$ cat src/rtl/sls8_pkg.sv
// Shared types and constants for the sync/length/sum8 deframer.
// No dependencies; compiled first.
package sls8_pkg;

  typedef logic [7:0]  byte_t;
  typedef logic [31:0] count_t;

  localparam byte_t SYNC_FIRST       = 8'hA5;
  localparam byte_t SYNC_SECOND      = 8'h5A;
  localparam byte_t MAX_LENGTH_RESET = 8'd251;

  // Front-to-back queue sizing
  localparam int Q_DEPTH = 2;
  localparam int Q_AW    = (Q_DEPTH > 1) ? $clog2(Q_DEPTH) : 1;
  localparam int Q_CW    = $clog2(Q_DEPTH + 1);

  typedef enum logic [1:0] {
    KIND_PAYLOAD = 2'd0,
    KIND_GOOD    = 2'd1,
    KIND_BADSUM  = 2'd2,
    KIND_TOOLONG = 2'd3
  } kind_t;

  typedef enum logic [1:0] {
    PH_HUNT1  = 2'd0,
    PH_HUNT2  = 2'd1,
    PH_LENGTH = 2'd2,
    PH_BODY   = 2'd3
  } phase_t;

  // One classified transaction handed from front to back
  typedef struct packed {
    kind_t kind;
    byte_t data;
    byte_t position;
  } cmd_t;

endpackage

$ cat src/rtl/sls8_rx_if.sv
// Received-byte channel: valid/ready handshake carrying rx_byte.
// Depends on sls8_pkg.
interface sls8_rx_if;
  logic              valid;
  logic              ready;
  sls8_pkg::byte_t   rx_byte;

  modport source (output valid, output rx_byte, input ready);
  modport sink   (input valid, input rx_byte, output ready);
endinterface

$ cat src/rtl/sls8_res_if.sv
// Result channel: valid/ready handshake carrying kind, data, position, good_frames.
// Depends on sls8_pkg.
interface sls8_res_if;
  logic              valid;
  logic              ready;
  sls8_pkg::kind_t   kind;
  sls8_pkg::byte_t   data;
  sls8_pkg::byte_t   position;
  sls8_pkg::count_t  good_frames;

  modport source (output valid, output kind, output data, output position,
                  output good_frames, input ready);
  modport sink   (input valid, input kind, input data, input position,
                  input good_frames, output ready);
endinterface

$ cat src/rtl/sync_length_sum8_deframer_top.sv
// Top level of the two-byte-sync, length-prefixed, sum8-checked deframer.
// Depends on sls8_pkg, sls8_rx_if, sls8_res_if, sls8_front, sls8_queue, sls8_back.
//
// Takes one received byte per transaction on rx and hunts for the sync pair
// A5 5A, then a length byte and that many payload bytes, then a checksum
// byte equal to the 8-bit wrapping sum of length and payload. Each payload
// byte comes out as a kind-0 result with its index; the checksum byte gives
// kind 1 (accepted, counted in good_frames) or kind 2 (mismatch); a length
// above max_length gives kind 3 and the hunt restarts. Sync and length
// bytes give no result. A byte is taken every cycle while the result side
// keeps up: the front end classifies it and updates its sync/length/sum state,
// then a two-entry queue and a registered result stage hold its result. rx.ready
// drops only when that queue is full, i.e. after the result side has stalled
// for two results. max_length (reset 251) is written through cfg_we/cfg_data;
// the user must write it only while idle, which the block does not enforce.
module sync_length_sum8_deframer_top (
  input  logic            clk,
  input  logic            rst,
  input  logic            cfg_we,
  input  sls8_pkg::byte_t cfg_data,
  sls8_rx_if.sink         rx,
  sls8_res_if.source      result
);
  import sls8_pkg::*;

  byte_t max_length;
  logic  accept;
  logic  push;
  cmd_t  push_cmd;
  logic  pop;
  cmd_t  head;
  logic  q_full;
  logic  q_empty;

  // configuration register
  always_ff @(posedge clk) begin
    if (rst) begin
      max_length <= MAX_LENGTH_RESET;
    end else if (cfg_we) begin
      max_length <= cfg_data;
    end
  end

  // bytes flow while there is room for a possible result
  assign rx.ready = !q_full;
  assign accept   = rx.valid && rx.ready;

  sls8_front u_front (
    .clk        (clk),
    .rst        (rst),
    .accept     (accept),
    .rx_byte    (rx.rx_byte),
    .max_length (max_length),
    .push       (push),
    .cmd        (push_cmd)
  );

  sls8_queue u_queue (
    .clk      (clk),
    .rst      (rst),
    .push     (push),
    .push_cmd (push_cmd),
    .pop      (pop),
    .head     (head),
    .full     (q_full),
    .empty    (q_empty)
  );

  sls8_back u_back (
    .clk    (clk),
    .rst    (rst),
    .head   (head),
    .empty  (q_empty),
    .pop    (pop),
    .result (result)
  );

endmodule

$ cat src/rtl/sls8_front.sv
// Front end: sync hunt, length check, running sum; emits classified transactions.
// Depends on sls8_pkg.
module sls8_front (
  input  logic            clk,
  input  logic            rst,
  input  logic            accept,
  input  sls8_pkg::byte_t rx_byte,
  input  sls8_pkg::byte_t max_length,
  output logic            push,
  output sls8_pkg::cmd_t  cmd
);
  import sls8_pkg::*;

  phase_t phase, phase_next;
  byte_t  payload_length, payload_length_next;
  byte_t  bytes_seen, bytes_seen_next;
  byte_t  running_sum, running_sum_next;

  always_ff @(posedge clk) begin
    if (rst) begin
      phase          <= PH_HUNT1;
      payload_length <= '0;
      bytes_seen     <= '0;
      running_sum    <= '0;
    end else begin
      phase          <= phase_next;
      payload_length <= payload_length_next;
      bytes_seen     <= bytes_seen_next;
      running_sum    <= running_sum_next;
    end
  end

  always_comb begin
    phase_next          = phase;
    payload_length_next = payload_length;
    bytes_seen_next     = bytes_seen;
    running_sum_next    = running_sum;
    push                = 1'b0;
    cmd.kind            = KIND_PAYLOAD;
    cmd.data            = rx_byte;
    cmd.position        = bytes_seen;
    if (accept) begin
      case (phase)
        PH_HUNT1: begin
          if (rx_byte == SYNC_FIRST) phase_next = PH_HUNT2;
        end
        PH_HUNT2: begin
          // bad second byte drops straight back, not retested
          phase_next = (rx_byte == SYNC_SECOND) ? PH_LENGTH : PH_HUNT1;
        end
        PH_LENGTH: begin
          if (rx_byte > max_length) begin
            phase_next   = PH_HUNT1;
            push         = 1'b1;
            cmd.kind     = KIND_TOOLONG;
            cmd.position = rx_byte;
          end else begin
            payload_length_next = rx_byte;
            bytes_seen_next     = '0;
            running_sum_next    = rx_byte;
            phase_next          = PH_BODY;
          end
        end
        PH_BODY: begin
          push = 1'b1;
          if (bytes_seen < payload_length) begin
            running_sum_next = running_sum + rx_byte;
            bytes_seen_next  = bytes_seen + 8'd1;
          end else begin
            phase_next   = PH_HUNT1;
            cmd.kind     = (rx_byte == running_sum) ? KIND_GOOD : KIND_BADSUM;
            cmd.position = payload_length;
          end
        end
        default: phase_next = PH_HUNT1;
      endcase
    end
  end

endmodule

$ cat src/rtl/sls8_queue.sv
// Short register queue decoupling the front end from the back end.
// Depends on sls8_pkg.
module sls8_queue (
  input  logic           clk,
  input  logic           rst,
  input  logic           push,
  input  sls8_pkg::cmd_t push_cmd,
  input  logic           pop,
  output sls8_pkg::cmd_t head,
  output logic           full,
  output logic           empty
);
  import sls8_pkg::*;

  cmd_t            entry [Q_DEPTH];
  logic [Q_AW-1:0] wr_ptr, rd_ptr;
  logic [Q_CW-1:0] count;

  function automatic logic [Q_AW-1:0] ptr_inc(input logic [Q_AW-1:0] p);
    ptr_inc = (p == Q_AW'(Q_DEPTH - 1)) ? '0 : p + Q_AW'(1);
  endfunction

  always_ff @(posedge clk) begin
    if (rst) begin
      wr_ptr <= '0;
      rd_ptr <= '0;
      count  <= '0;
    end else begin
      if (push) wr_ptr <= ptr_inc(wr_ptr);
      if (pop)  rd_ptr <= ptr_inc(rd_ptr);
      if (push && !pop)      count <= count + Q_CW'(1);
      else if (pop && !push) count <= count - Q_CW'(1);
    end
  end

  always_ff @(posedge clk) begin
    if (push) entry[wr_ptr] <= push_cmd;
  end

  assign head  = entry[rd_ptr];
  assign full  = (count == Q_CW'(Q_DEPTH));
  assign empty = (count == '0);

  a_no_push_full:  assert property (@(posedge clk) disable iff (rst) push |-> !full)
    else $error("queue overflow");
  a_no_pop_empty:  assert property (@(posedge clk) disable iff (rst) pop |-> !empty)
    else $error("queue underflow");
  a_push_fills:    assert property (@(posedge clk) disable iff (rst)
                     (push && !pop) |=> !empty)
    else $error("pushed transaction lost");
  a_count_bound:   assert property (@(posedge clk) disable iff (rst)
                     count <= Q_CW'(Q_DEPTH))
    else $error("queue count out of range");

endmodule

$ cat src/rtl/sls8_back.sv
// Back end: good-frame counter and registered result stage.
// Depends on sls8_pkg and sls8_res_if.
module sls8_back (
  input  logic           clk,
  input  logic           rst,
  input  sls8_pkg::cmd_t head,
  input  logic           empty,
  output logic           pop,
  sls8_res_if.source     result
);
  import sls8_pkg::*;

  count_t good_count, good_count_next;
  logic   out_valid;
  kind_t  out_kind;
  byte_t  out_data;
  byte_t  out_position;
  count_t out_good;
  logic   load;

  assign load = !out_valid || result.ready;
  assign pop  = load && !empty;
  assign good_count_next = (head.kind == KIND_GOOD) ? good_count + 32'd1 : good_count;

  always_ff @(posedge clk) begin
    if (rst) begin
      out_valid  <= 1'b0;
      good_count <= '0;
    end else if (load) begin
      out_valid <= !empty;
      if (pop) good_count <= good_count_next;
    end
  end

  always_ff @(posedge clk) begin
    if (pop) begin
      out_kind     <= head.kind;
      out_data     <= head.data;
      out_position <= head.position;
      out_good     <= good_count_next;
    end
  end

  assign result.valid       = out_valid;
  assign result.kind        = out_kind;
  assign result.data        = out_data;
  assign result.position    = out_position;
  assign result.good_frames = out_good;

  a_count_tracks: assert property (@(posedge clk) disable iff (rst)
                    (pop && head.kind == KIND_GOOD) |=> (good_count == $past(good_count) + 32'd1))
    else $error("good-frame count missed an accepted frame");
  a_count_holds:  assert property (@(posedge clk) disable iff (rst)
                    !(pop && head.kind == KIND_GOOD) |=> $stable(good_count))
    else $error("good-frame count moved without an accepted frame");
  a_stall_holds:  assert property (@(posedge clk) disable iff (rst)
                    (out_valid && !result.ready) |-> !pop)
    else $error("result overwritten while stalled");

endmodule
$ cat src/flat_wrapper.sv
// flat-port wrapper written by rule: the top's interface ports become plain ports
module sync_length_sum8_deframer_top_flat import sls8_pkg::*;
  (clk, rst, cfg_we, cfg_data, rx_valid, rx_rx_byte, rx_ready, result_valid, result_kind, result_data, result_position, result_good_frames, result_ready);
  sls8_rx_if rx_i ();
  sls8_res_if result_i ();
  input  logic clk;
  input  logic rst;
  input  logic cfg_we;
  input  sls8_pkg::byte_t cfg_data;
  input wire logic [$bits(rx_i.valid)-1:0] rx_valid;
  input wire logic [$bits(rx_i.rx_byte)-1:0] rx_rx_byte;
  output wire logic [$bits(rx_i.ready)-1:0] rx_ready;
  output wire logic [$bits(result_i.valid)-1:0] result_valid;
  output wire logic [$bits(result_i.kind)-1:0] result_kind;
  output wire logic [$bits(result_i.data)-1:0] result_data;
  output wire logic [$bits(result_i.position)-1:0] result_position;
  output wire logic [$bits(result_i.good_frames)-1:0] result_good_frames;
  input wire logic [$bits(result_i.ready)-1:0] result_ready;
  assign rx_i.valid = rx_valid;
  assign rx_i.rx_byte = rx_rx_byte;
  assign rx_ready = rx_i.ready;
  assign result_valid = result_i.valid;
  assign result_kind = result_i.kind;
  assign result_data = result_i.data;
  assign result_position = result_i.position;
  assign result_good_frames = result_i.good_frames;
  assign result_i.ready = result_ready;
  sync_length_sum8_deframer_top u_core (.clk(clk), .rst(rst), .cfg_we(cfg_we), .cfg_data(cfg_data), .rx(rx_i), .result(result_i));
endmodule
$ cat config.mk
export PLATFORM = sky130hd
export DESIGN_NAME = sync_length_sum8_deframer_top_flat
export DESIGN_NICKNAME = d
export VERILOG_FILES = /design/src/rtl/sls8_pkg.sv /design/src/rtl/sls8_rx_if.sv /design/src/rtl/sls8_res_if.sv /design/src/rtl/sync_length_sum8_deframer_top.sv /design/src/rtl/sls8_front.sv /design/src/rtl/sls8_queue.sv /design/src/rtl/sls8_back.sv /design/src/flat_wrapper.sv
export SDC_FILE = /design/constraint.sdc
export NUM_CORES = 1
export LEC_CHECK = 0
export BUFFER_PORTS_ARGS = -buffer_cell sky130_fd_sc_hd__buf_2
export CORE_MARGIN = 10
export CORE_UTILIZATION = 55
export CTS_BUF_LIST = sky130_fd_sc_hd__clkbuf_2
export CTS_CLUSTER_DIAMETER = 100
export DETAILED_ROUTE_END_ITERATION = 10
export MAX_ROUTING_LAYER = met4
export PLACE_DENSITY = 0.75
export SLEW_MARGIN = 20
export SYNTH_ARGS = -nofsm -noshare
export SYNTH_HDL_FRONTEND = slang
export SYNTH_SLANG_ARGS = --single-unit
$ cat constraint.sdc
create_clock -name clk -period 3.56 [get_ports clk]
set_input_delay 0.534 -clock clk [delete_from_list [all_inputs] [get_ports clk]]
set_output_delay 0.534 -clock clk [all_outputs]
set_load 0.01 [all_outputs]
Word level (Yosys, flattened, before mapping)
Memory sizes are Yosys's and may differ from the RTL's. A register that Yosys moved wholly into a read port is not among the register bits.
Cells that the tools add are included.
- add/sub/neg operators: 7
- magnitude comparators: 2
- equality and inequality tests: 12
- muxes and demuxes: 32
- bitwise operators: 1
- reductions and logical operators: 18
- operators with widths (cell ; number):
    8-bit 2-to-1 mux ; 7
    8-bit case mux with 2 select lines ; 3
    32-bit by 1-bit adder with 32-bit output, second input constant ; 1
    32-bit 2-to-1 mux ; 1
    2-bit 2-to-1 mux ; 10
    8-bit by 1-bit adder with 8-bit output, second input constant ; 1
    8-bit adder ; 1
    8-bit by 7-bit equality test with 1-bit output, second input constant ; 1
    8-bit equality test ; 1
    8-bit equality test, second input constant ; 1
    8-bit greater-than comparator ; 1
    8-bit < comparator ; 1
    1-bit 2-to-1 mux ; 8
    2-bit inequality test, second input constant ; 4
    2-bit case mux with 4 select lines ; 1
    2-bit equality test, second input constant ; 3
    3-bit AND reduction ; 2
    1-bit logical NOT ; 5
    2-bit by 1-bit equality test with 1-bit output, second input constant ; 2
    1-bit logical AND ; 4
    2-bit logical NOT ; 2
    2-bit case mux with 2 select lines ; 1
    4-bit AND reduction ; 1
    2-bit nonzero test ; 2
    7 further kinds ; 8
- bits in registers: 121
- memory bits (writable): 36
- output and inout bits: 52
- logic and storage cells: 87
- memories kept: 1
- memories (memory ; words ; width ; rd ports ; clocked after memory_dff ; wr ports ; line ; text):
    u_core.u_queue.entry ; 2 ; 18 ; 1 ; 1 ; 1 ; sls8_queue.sv:15 ; cmd_t entry [Q_DEPTH];

Longest topological paths before layout
Gate-level depths: netlist of the first run.
- word-level depth: 8
- depth in mapped cells: 11
- depth with buffers taken out: 11

Hierarchy
Synthesis of the first run repeated with hierarchy kept, for this count alone.
- cells, all modules: 699
- area total of the unflattened synthesis: 7678.6 um^2
- by module, submodules not included (module ; instances ; cells each ; area an instance (um^2)):
    sls8_back ; 1 ; 312 ; 3668.5
    sls8_front ; 1 ; 281 ; 2192.1
    sls8_queue ; 1 ; 78 ; 1503.9
    sync_length_sum8_deframer_top ; 1 ; 28 ; 314.1

Worst setup path before layout of the first run
No wires, ideal clock.
- kind: input -> register
- start point: input port result_ready
- end point: register u_core.u_back.good_count[7]
- data arrival time: 2.983 ns
- slack: 0.450 ns
- stages on the path: 7
- path through: nand2b_1 -> o21ai_1 -> inv_1 -> buf_1 -> nand3_1 -> xor2_1 -> nor2_1
- longest elaborated chain between the ends: 3
- ends and longest elaborated chain (item ; line ; text):
    start: declaration ; flat_wrapper.sv:18 ; input wire logic [$bits(result_i.ready)-1:0] result_ready;
    1-bit logical OR ; sls8_back.sv:21 ; assign load = !out_valid || result.ready;
    1-bit logical AND ; sls8_back.sv:22 ; assign pop = load && !empty;
    net u_core.pop ; sync_length_sum8_deframer_top.sv:30 ; logic pop;
    2-bit AND reduction (no line) ; - ;
    end signal: assignment ; sls8_back.sv:31 ; if (pop) good_count <= good_count_next;
    end: declaration ; sls8_back.sv:13 ; count_t good_count, good_count_next;
The timed path passes the listed nets, and every way through them passes these cells.
A chain may end at the register's enable or synchronous reset.

Worst setup path after layout of the first run
- start point: register u_core.max_length[1]
- end point: register u_core.u_queue.count[1]
- longest elaborated chain between the ends: 7
- elaborated cells on any way between the ends: 9
- ends and longest elaborated chain (item ; line ; text):
    start: declaration ; sync_length_sum8_deframer_top.sv:26 ; byte_t max_length;
    start signal: assignment ; sync_length_sum8_deframer_top.sv:40 ; max_length <= cfg_data;
    8-bit greater-than comparator * ; sls8_front.sv:52 ; if (rx_byte > max_length) begin
    1-bit 2-to-1 mux * ; sls8_front.sv:52 ;
    1-bit case mux with 2 select lines * ; sls8_front.sv:43 ; case (phase)
    1-bit 2-to-1 mux * ; sls8_front.sv:42 ; if (accept) begin
    net u_core.push ; sync_length_sum8_deframer_top.sv:28 ; logic push;
    1-bit logical NOT ; sls8_queue.sv:32 ; else if (pop && !push) count <= count - Q_CW'(1);
    1-bit logical AND ; sls8_queue.sv:32 ;
    2-bit nonzero test (no line) ; - ;
    end signal: assignment ; sls8_queue.sv:31 ; if (push && !pop) count <= count + Q_CW'(1);
    end signal: assignment ; sls8_queue.sv:32 ;
    end: declaration ; sls8_queue.sv:17 ; logic [Q_CW-1:0] count;
Mark *: on every way through the listed nets, which the timed path passes. The rest lies on a longest branch.

==> results.toml, run 1 <==
[timing]
setup_viol = 0
min_period_ns = 2.90
final_max_slew_viol_count = 0
grt_setup_unrepaired = "false"
setup_tns_ns = 0
setup_ws_ns = 0.663
finalClockSkew_ns = 0.0415
fmax_ghz = 0.345
hold_slack_ns = 0.0824
relSlewSlack_pct = 28.3
finalHoldViolCount = 0
post-route-period-util_pct = 81.4
worst_pin_slew_ns = 1.07

[die]
dieArea_um2 = 18500
die_x_um = 136
start_util_pct = 56.0
rows = 42
boundaryPins = 73
die_h_um = 136
core-area_um2 = 13200

[critical_path]
r2r_start = "u_core.max_length[1]"
worst_path_largest_cell_delay_ns = 0.70
crit_chain = "inv_1, ha_1, nor2b_1, o211ai_1, a211oi_1, o311ai_1, inv_1, ha_1, or3_1, a21oi_1"
reg2reg_to = "u_core.u_queue.count[1]"
cp_max_fo = 6
startpoint = "u_core.max_length[1]"
r2r_cells = 10
r2r_setup_slack_ns = 0.66
slowest_stage = "a211oi_1"
cp.required_ns = 4.20
cpLargestDelayFamily = "compound AO/OA/AOI/OAI gates"
end_kind = "register"
arrival_ns = 3.54
crit_type = "reg2reg"
setup.worst_path.start_class = "register"
critical_path_buf_inv_count = 2

[global_routing]
antenna_found_initial = 0
grt_pass1_vias = 5371
track_usage_pct = 18.4
grt_max_degree = 60
grt_pass1_wl_um = 26500
grt_overflow = 0

[yosys]
synth_area_leaders = "edfxtp_1 35%, dfxtp_1 20%, ha_1 4.2%"
avgSynthCellArea_um2 = 10.9
synth_compound_gate_area_share_pct = 10.8
synth_top_area_cell = "edfxtp_1"
synth-edff-count = 86
synth_top_family_by_area = "simple AND/OR/NAND/NOR gates"
synth_xor_area_share_pct = 7.59
synth_top_area_share_pct = 35.0
synth_warnings = 0
synthSimpleGateAreaFrac_pct = 15.4
synth_nets = 725
postSynth.asyncResetShare_pct = 0
synth_ff_type = "edfxtp_1"
ys_ff_latch = 158
synthMuxAreaShare_pct = 3.71
ys_seq_area_share_pct = 54.5
synth_cell_types = 62
synthAdderAreaFrac_pct = 4.51
synth_area_um2 = 7380
synthCells = 678

[routing]
vias_per_cell = 5.71
ant_nets = 0
drc_errors = 0
via_count = 5428
dr.first_iter.drc_count = 542
routedWlPerCell_um = 17.2
routed_wl_um = 16300
dr.pass1.iters = 6

[power_and_ir_drop]
p_per_area_nw_per_um2 = 490
ir_drop_mv = 0.219
p_leak_nw = 3.08

[layout]
utilization_pct = 62.3
drive_gt1_share_pct = 19.8
nets = 808
n_antenna_cell = 0
syn_to_final_growth_pct = 11.3

[clock_tree]
clock_tree.root_cell = "clkbuf_2"
cts.repair.resized = 0
clk_pin_slew_ns = 0.20
clockBufferDepth = 2
clk_latency_ns = 0.70
cts_max_level = 4
clkSinkCount = 158
cts_tree = "done"
numCtsBuffers = 17
cts_setup_buffers = 0

[placed_design]
place_ws_ns = 0.504
port-buffer-count = 72
gp_congestion = 0.864
dp_hpwl_um = 11500

[min_path]
hold_path_depth = 3
hp-class = "in2reg"
hold_start = "cfg_data[2]"
hold_path_end = "u_core.max_length[2]"

[status]
status = "completed"

[run]
maxCapViolations = 0
==> metrics by stage <==
| stage | area, um^2 | std cells | power (mW) |
|---|---|---|---|
| 3_3_place_gp | 7950 | 911 | 3.23 |
| 3_5_place_dp | 7950 | 911 | 3.25 |
| 6_report | 8220 | 950 | 4.02 |
| 5_1_grt | 8220 | 950 | 4.23 |
| 4_1_cts | 8200 | 949 | 4.08 |
| 2_1_floorplan | 7380 | 678 | 2.84 |
==> report_power, final <==
group / switching (mW) / total, mW / internal, mW
sequential: 0.0944 / 2.35 / 2.26
clock: 0.579 / 0.838 / 0.259
combinational: 0.529 / 0.830 / 0.301
==> timing repair <==
item | 4_1_cts | 5_1_grt
hold endpoints to repair | 6 | 1
endpoints found under the setup margin | 0 | 0
hold buffers | 6 | 1
==> cell usage in the layout (no fill, tap or decap), types with 8 or more instances in the layout <==
cell,instances
nor2_1,57
nand3_1,25
edfxtp_1,86
a22oi_1,8
and3_1,8
mux2_2,19
buf_2,72
buf_4,17
nand2_1,59
ha_1,25
dfxtp_1,72
or3_1,8
o21ai_0,18
nand4_1,14
xnor2_1,35
inv_1,30
a21oi_1,32
o2bb2ai_1,8
nor3_1,24
xor2_1,29
clkbuf_2,23
==> synth_stat cells (all sizes together) (14+ instances only) <==
cell	n
a21oi	33
clkbuf	19
dfxtp	72
edfxtp	86
ha	25
inv	31
mux2	19
nand2	59
nand3	25
nand4	14
nor2	57
nor3	24
o21ai	19
xnor2	35
xor2	29
==> worst min-delay path, delay by kind of cell <==
| family | cells | cell delay (ns) |
|---|---|---|
| simple gates | 1 | 0.09 |
| buf+inv | 1 | 0.08 |
| mux | 1 | 0.06 |
==> cells by family after synthesis <==
logic type | Yosys count
and+or+nand+nor | 230
buffers and inverters | 63
muxes | 25
DFF | 158
adders and majority gates | 26
AOI/OAI and AO/OA | 112
xor gates and xnor gates | 64
==> registers in the layout, summed over array words and instances (netlist names), named ones only <==
| signal | flops |
|---|---|
| u_core.u_front.bytes_seen | 8 |
| u_core.u_queue.entry | 36 |
| u_core.u_queue.rd_ptr | 1 |
| u_core.u_queue.wr_ptr | 1 |
| u_core.u_queue.count | 2 |
| u_core.u_back.result.kind | 2 |
| u_core.u_back.good_count | 32 |
| u_core.max_length | 8 |
| u_core.u_back.result.valid | 1 |
| u_core.u_front.running_sum | 8 |
| u_core.u_front.phase | 2 |
| u_core.u_back.result.position | 8 |
| u_core.u_front.payload_length | 8 |
| u_core.u_back.result.good_frames | 32 |
| u_core.u_back.result.data | 8 |
==> worst max-delay path by stage <==
stage	to	slack [ns]	depth (start not counted)
final	u_core.u_queue.count[1]	0.66	10
after global routing	u_core.u_queue.count[1]	0.55	10
after CTS	u_core.u_queue.count[1]	0.75	10
after detailed placement	u_core.u_queue.count[1]	0.50	11
after global placement	u_core.u_queue.entry[0][5]	0.66	9
after floorplan	u_core.u_back.good_count[7]	0.45	7
==> metal layers <==
metal / vias up / share of wire (%) / track usage (%) / wire, um
li1: 2620 / - / - / -
met1: 2599 / 40 / 19.8 / 6590
met2: 174 / 51 / 32.0 / 8380
met3: 35 / 6.0 / 4.76 / 972
met4: 0 / 2.4 / 7.00 / 385
met5: - / 0 / - / 0
==> area by class of cell <==
cell class,count,area (um^2)
clock inverters,9,72.6
clock buffers,23,115
inverters,31,116
flip-flops and latches,158,4020
fillers,1095,4970
multi-input cells,457,3110
well taps,176,220
repair buffers,96,558
Power figures use the tool's default switching activity.
==> run 2, diff against run 1 <==
Clock period 3.56 ns to 3 ns, I/O delays scaled along.
==> run 2 against run 1 <==
Routed wire length is 2.5% lower. Die area stayed put. Power is 23% higher. Setup slack worse by 0.30 ns. Critical endpoint unchanged. Maximum frequency is 9.7% higher. Clock skew is 0.010 ns lower. Critical path depth stayed put. Count of clock-buffer cells in the layout is 1 lower. Largest cell class unchanged. Sequential power is 18% higher. Register-to-register slack worse by 0.30 ns. Cell count is 1.3% higher. Critical path type unchanged. Sequential cell count stayed put.
==> results.toml, run 2 (synthesis results as in run 1) <==
[critical_path]
crit_chain = "inv_1, ha_1, nand4_1, nor2_1, a21oi_1, o311ai_1, inv_1, ha_1, or3_1, a21oi_1"
slowest_stage = "o311ai_1"
cpLargestDelayFamily = "compound AO/OA/AOI/OAI gates"
end_kind = "register"
critical_path_buf_inv_count = 2
cp.required_ns = 3.66
setup.worst_path.start_class = "register"
crit_type = "reg2reg"
worst_path_largest_cell_delay_ns = 0.47
cp_max_fo = 6
arrival_ns = 3.30

[placed_design]
port-buffer-count = 72
dpl_cell_area_um2 = 8030
dp_hpwl_um = 11400
gp_congestion = 0.923

[layout]
mostFrequentLayoutCell = "edfxtp_1"
register_area_um2 = 4020
layout_common_cells = "86 x edfxtp_1, 72 x dfxtp_1, 72 x buf_2, 59 x nand2_1, 57 x nor2_1"
n_antenna_cell = 0
regMostFlops = "u_core.u_queue.entry"
nets = 820
syn_to_final_growth_pct = 13.1
multi_input_comb_area_um2 = 3110
drive_gt1_share_pct = 20.6
fillers = 1115
final_area_um2 = 8350
largest_reg_flops = 36

[power_and_ir_drop]
sequentialPowerShare_pct = 56.2
pwr-share-clk_pct = 23.3
total_power_mw = 4.94
sw_frac_of_total_pct = 28.7
p_leak_nw = 3.16
p_per_area_nw_per_um2 = 591
internal_power_mw = 3.52
p_comb_share_pct = 20.5
ir_drop_mv = 0.229
p_switching_mw = 1.42

[min_path]
hp-class = "in2reg"

[timing]
setup_tns_ns = 0
setup_viol = 0
finalHoldViolCount = 0
finalClockSkew_ns = 0.0313
relSlewSlack_pct = 53.9
grt_setup_unrepaired = "false"
post-route-period-util_pct = 88.0
worst_pin_slew_ns = 0.692
min_period_ns = 2.64
fmax_ghz = 0.379
final_max_slew_viol_count = 0

[die]
die_h_um = 136
core-area_um2 = 13200
start_util_pct = 56.0
rows = 42
dieArea_um2 = 18500
boundaryPins = 73
die_x_um = 136

[routing]
dr.pass1.iters = 5
ant_nets = 0
via_count = 5409
dr.first_iter.drc_count = 449
routedWlPerCell_um = 16.6
routed_wl_um = 15900
drc_errors = 0
vias_per_cell = 5.62

[global_routing]
antenna_found_initial = 0
track_usage_pct = 18.2
grt_overflow = 0
grt_max_degree = 60
grt_pass1_vias = 5508
grt_pass1_wl_um = 26400

[clock_tree]
cts_tree = "done"
clk_pin_slew_ns = 0.21
clock_tree.root_cell = "clkbuf_2"
numCtsBuffers = 17
clk_latency_ns = 0.73
clkSinkCount = 158
cts_max_level = 4
cts_setup_buffers = 0
clockBufferDepth = 2

[run]
maxCapViolations = 0

[status]
status = "completed"
==> run 2: cell types whose count changed in the layout (fill, tap and decap cells not counted) <==
cell,before,now
clkinvlp_4,1,0
o31ai_2,1,0
clkinv_2,3,4
dlygate4sd3_1,7,9
clkbuf_2,23,22
clkinv_4,1,0
bufinv_16,1,3
o31ai_1,0,1
buf_4,17,27
==> run 2: area by class of cell <==
| cell class | instances | area share [%] |
|---|---|---|
| multi-input combinational | 457 | 37.2 |
| timing repair buffer | 108 | 7.82 |
| clock buffer | 22 | 1.32 |
| sequential | 158 | 48.2 |
| tap | 176 | 2.64 |
| clock inverter | 10 | 1.45 |
| inverter | 31 | 1.39 |
==> run 2: layer usage <==
| metal | vias to the layer above | share of wire, % | global-route usage, % |
|---|---|---|---|
| met1 | 2580 | 42 | 20.5 |
| met5 | - | 0 | - |
| met3 | 32 | 5.5 | 4.28 |
| met2 | 155 | 49 | 30.2 |
| li1 | 2642 | - | - |
| met4 | 0 | 3.1 | 8.61 |
==> run 2: stage by stage <==
step           hold slack [ns]  setup slack [ns]  util (%)  cells
3_3_place_gp             0.462             0.205      60.9    921
6_report                0.0699             0.359      63.3    962
5_1_grt                 0.0310             0.157      63.3    962
4_1_cts                 0.0380             0.365      63.3    962
2_1_floorplan            0.446            0.0109         -    678
3_5_place_dp             0.465             0.165      60.9    921
==> run 2: repair_timing <==
| action | CTS | global route |
|---|---|---|
| hold endpoints to repair | 9 | 0 |
| resized for setup | 0 | 0 |
| hold buffers | 9 | 0 |
==> run 2: worst paths after layout <==
check | depth (start not counted) | slack (ns) | start | to
min reg2reg | 2 | 0.49 | u_core.u_front.payload_length[6] | u_core.u_front.payload_length[6]
min | 1 | 0.07 | rx_rx_byte[1] | u_core.u_queue.entry[0][9]
max | 10 | 0.36 | u_core.max_length[7] | u_core.u_queue.count[1]
max reg2reg | 10 | 0.36 | u_core.max_length[7] | u_core.u_queue.count[1]
==> run 2: power by group through the flow <==
| stage | registers (mW) | logic (mW) | clock network [mW] |
|---|---|---|---|
| floorplan | 3.02 | 0.357 | 0 |
| global placement | 2.82 | 1.02 | 0 |
| detailed placement | 2.83 | 1.03 | 0 |
| CTS | 2.78 | 1.04 | 1.17 |
| global route | 2.81 | 1.12 | 1.26 |
| finish | 2.78 | 1.01 | 1.15 |
==> run 2: worst register-to-register path: stages, from the launching register on <==
cell and delay (ns):
dfxtp_1 0.35, inv_1 0.05, ha_1 0.36, nand4_1 0.14, nor2_1 0.17, a21oi_1 0.13, o311ai_1 0.47, inv_1 0.10
ha_1 0.32, or3_1 0.37, a21oi_1 0.14
==> run 3, diff against run 2 <==
Settings changed: ABC_AREA set to 1.
==> run 3 against run 2 <==
Global-route usage increased by 1.3 points. Sequential share of layout area down 3.0 points. Routed wire length grew 17%. Clock power rose by 25%. Power rose by 43%. Register-to-register slack improved by 0.34 ns. Utilization increased by 0.66 points. Sequential cell count did not move. Critical endpoint is now u_core.u_front.running_sum[1].
==> results.toml, run 3 <==
[status]
status = "completed"

[routing]
dr.first_iter.drc_count = 569
ant_nets = 0
vias_per_cell = 5.38
dr.pass1.iters = 6
via_count = 6563
drc_errors = 0
routed_wl_um = 18700
routedWlPerCell_um = 15.3

[layout]
mostFrequentLayoutCell = "nand2_1"
syn_to_final_growth_pct = 13.5
final_area_um2 = 8910
n_antenna_cell = 0
largest_reg_flops = 36
drive_gt1_share_pct = 14.0
regMostFlops = "u_core.u_queue.entry"
layout_common_cells = "236 x nand2_1, 124 x inv_1, 86 x edfxtp_1, 76 x nor2_1, 74 x a21oi_1"
nets = 1074
fillers = 1219

[die]
die_h_um = 139
core-area_um2 = 13900
rows = 43
start_util_pct = 56.3
die_x_um = 139
dieArea_um2 = 19500
boundaryPins = 73

[min_path]
hp-class = "in2reg"

[timing]
finalClockSkew_ns = 0.0212
setup_viol = 0
relSlewSlack_pct = 45.7
grt_setup_unrepaired = "false"
min_period_ns = 2.30
setup_ws_ns = 0.699
hold_slack_ns = 0.215
post-route-period-util_pct = 76.7
worst_pin_slew_ns = 0.814
final_max_slew_viol_count = 0
setup_tns_ns = 0
fmax_ghz = 0.435
finalHoldViolCount = 0

[yosys]
synth_nets = 980
synth_top_area_share_pct = 32.9
avgSynthCellArea_um2 = 8.42
synth-edff-count = 86
ys_seq_area_share_pct = 51.3
synth_area_um2 = 7850
synthCells = 933
ys_ff_latch = 158
postSynth.asyncResetShare_pct = 0
yosys-top-cells-count = "236 x nand2_1, 124 x inv_1, 86 x edfxtp_1, 76 x nor2_1, 74 x a21oi_1"
synth_area_leaders = "edfxtp_1 33%, dfxtp_1 18%, nand2_1 11%"
synth_cell_types = 41
synth_ff_type = "edfxtp_1"
synth.most_common_cell = "nand2_1"
synth_warnings = 0
synth_top_area_cell = "edfxtp_1"

[power_and_ir_drop]
p_leak_nw = 3.92
ir_drop_mv = 0.525
total_power_mw = 7.06
p_per_area_nw_per_um2 = 793

[global_routing]
grt_max_degree = 85
grt_pass1_wl_um = 30300
grt_pass1_vias = 5951
track_usage_pct = 19.5
grt_overflow = 0
antenna_found_initial = 0

[placed_design]
gp_congestion = 0.944
dpl_cell_area_um2 = 8420
dp_hpwl_um = 13100
port-buffer-count = 72
place_ws_ns = 0.516

[critical_path]
cp_max_fo = 16
setup.worst_path.start_class = "register"
cp.required_ns = 3.67
end_kind = "register"
crit_type = "reg2reg"
arrival_ns = 2.97

[run]
maxCapViolations = 0

[clock_tree]
clock_tree.root_cell = "clkbuf_2"
clkSinkCount = 158
numCtsBuffers = 17
cts_tree = "done"
clockBufferDepth = 2
cts_max_level = 4
clk_pin_slew_ns = 0.20
cts.repair.resized = 0
clk_latency_ns = 0.76
-- run 3: cell types whose count changed in the layout (fill, tap and decap cells not counted), sizes merged, moves of 9 or more --
cell | previous run | this run
xnor2 | 35 | 4
a21oi | 33 | 75
nor2 | 57 | 81
nand3 | 25 | 55
dlygate4sd3 | 9 | 18
inv | 31 | 127
xor2 | 29 | 18
buf | 99 | 81
nand2 | 59 | 239
o21ai | 19 | 55
-- run 3: area by class of cell --
class | instances | area, um^2 | area share, %
sequential | 158 | 4020 | 45.1
multi-input combinational | 623 | 3250 | 36.5
timing repair buffer | 99 | 621 | 6.96
inverter | 128 | 480 | 5.39
tap | 180 | 225 | 2.53
clock inverter | 13 | 219 | 2.46
clock buffer | 19 | 95.1 | 1.07
-- run 3: stage by stage --
step	util, %	instances
2_1_floorplan	-	933
3_3_place_gp	60.4	1170
3_5_place_dp	60.4	1170
4_1_cts	63.6	1215
5_1_grt	64.0	1220
6_report	64.0	1220
-- run 3: critical path: stages (launching register included) --
cell	delay [ns]
dfxtp_1	0.54
ha_1	0.31
a21oi_1	0.13
nand2_1	0.06
nand2_1	0.11
nand2_1	0.13
nand2_2	0.19
nand3_2	0.37
o21ai_0	0.31
nor2_1	0.06
-- run 3: layer usage --
layer  share of wire, %  vias to the layer above  track usage [%]
li1                   -                     3260                -
met1                 47                     3048             26.7
met2                 44                      234             28.4
met3                8.0                       21             4.97
met4                1.2                        0             4.72
met5                  0                        -                -
-- run 3: cells by family after synthesis --
kind of cell               after synthesis  synth area share (%)
buffers and inverters                  152                  7.46
DFF                                    158                  51.3
xor gates and xnor gates                22                  2.55
adders and majority gates               26                  4.24
muxes                                   16                  2.29
AOI/OAI and AO/OA                      137                  9.10
and+or+nand+nor                        422                  23.1
-- run 3: final timing paths --
check                                  endpoint  slack [ns]                         start  cells past startpoint
setup reg to reg  u_core.u_front.running_sum[1]        0.70  u_core.u_front.bytes_seen[3]                      9
hold reg to reg           u_core.u_queue.rd_ptr        0.47         u_core.u_queue.rd_ptr                      1
hold / removal      u_core.u_queue.entry[0][16]        0.22                      rx_valid                      3
setup / recovery  u_core.u_front.running_sum[1]        0.70  u_core.u_front.bytes_seen[3]                      9
-- run 3: what timing repair did --
item | CTS | global route
setup buffers | 0 | 0
hold buffers | 13 | 5
endpoints found under the hold margin | 17 | 10
-- run 3: power breakdown --
part	switching [mW]	total [mW]	internal [mW]
sequential	0.357	3.41	3.05
clock	0.732	1.44	0.711
combinational	1.44	2.21	0.778
total	2.52	7.06	4.54
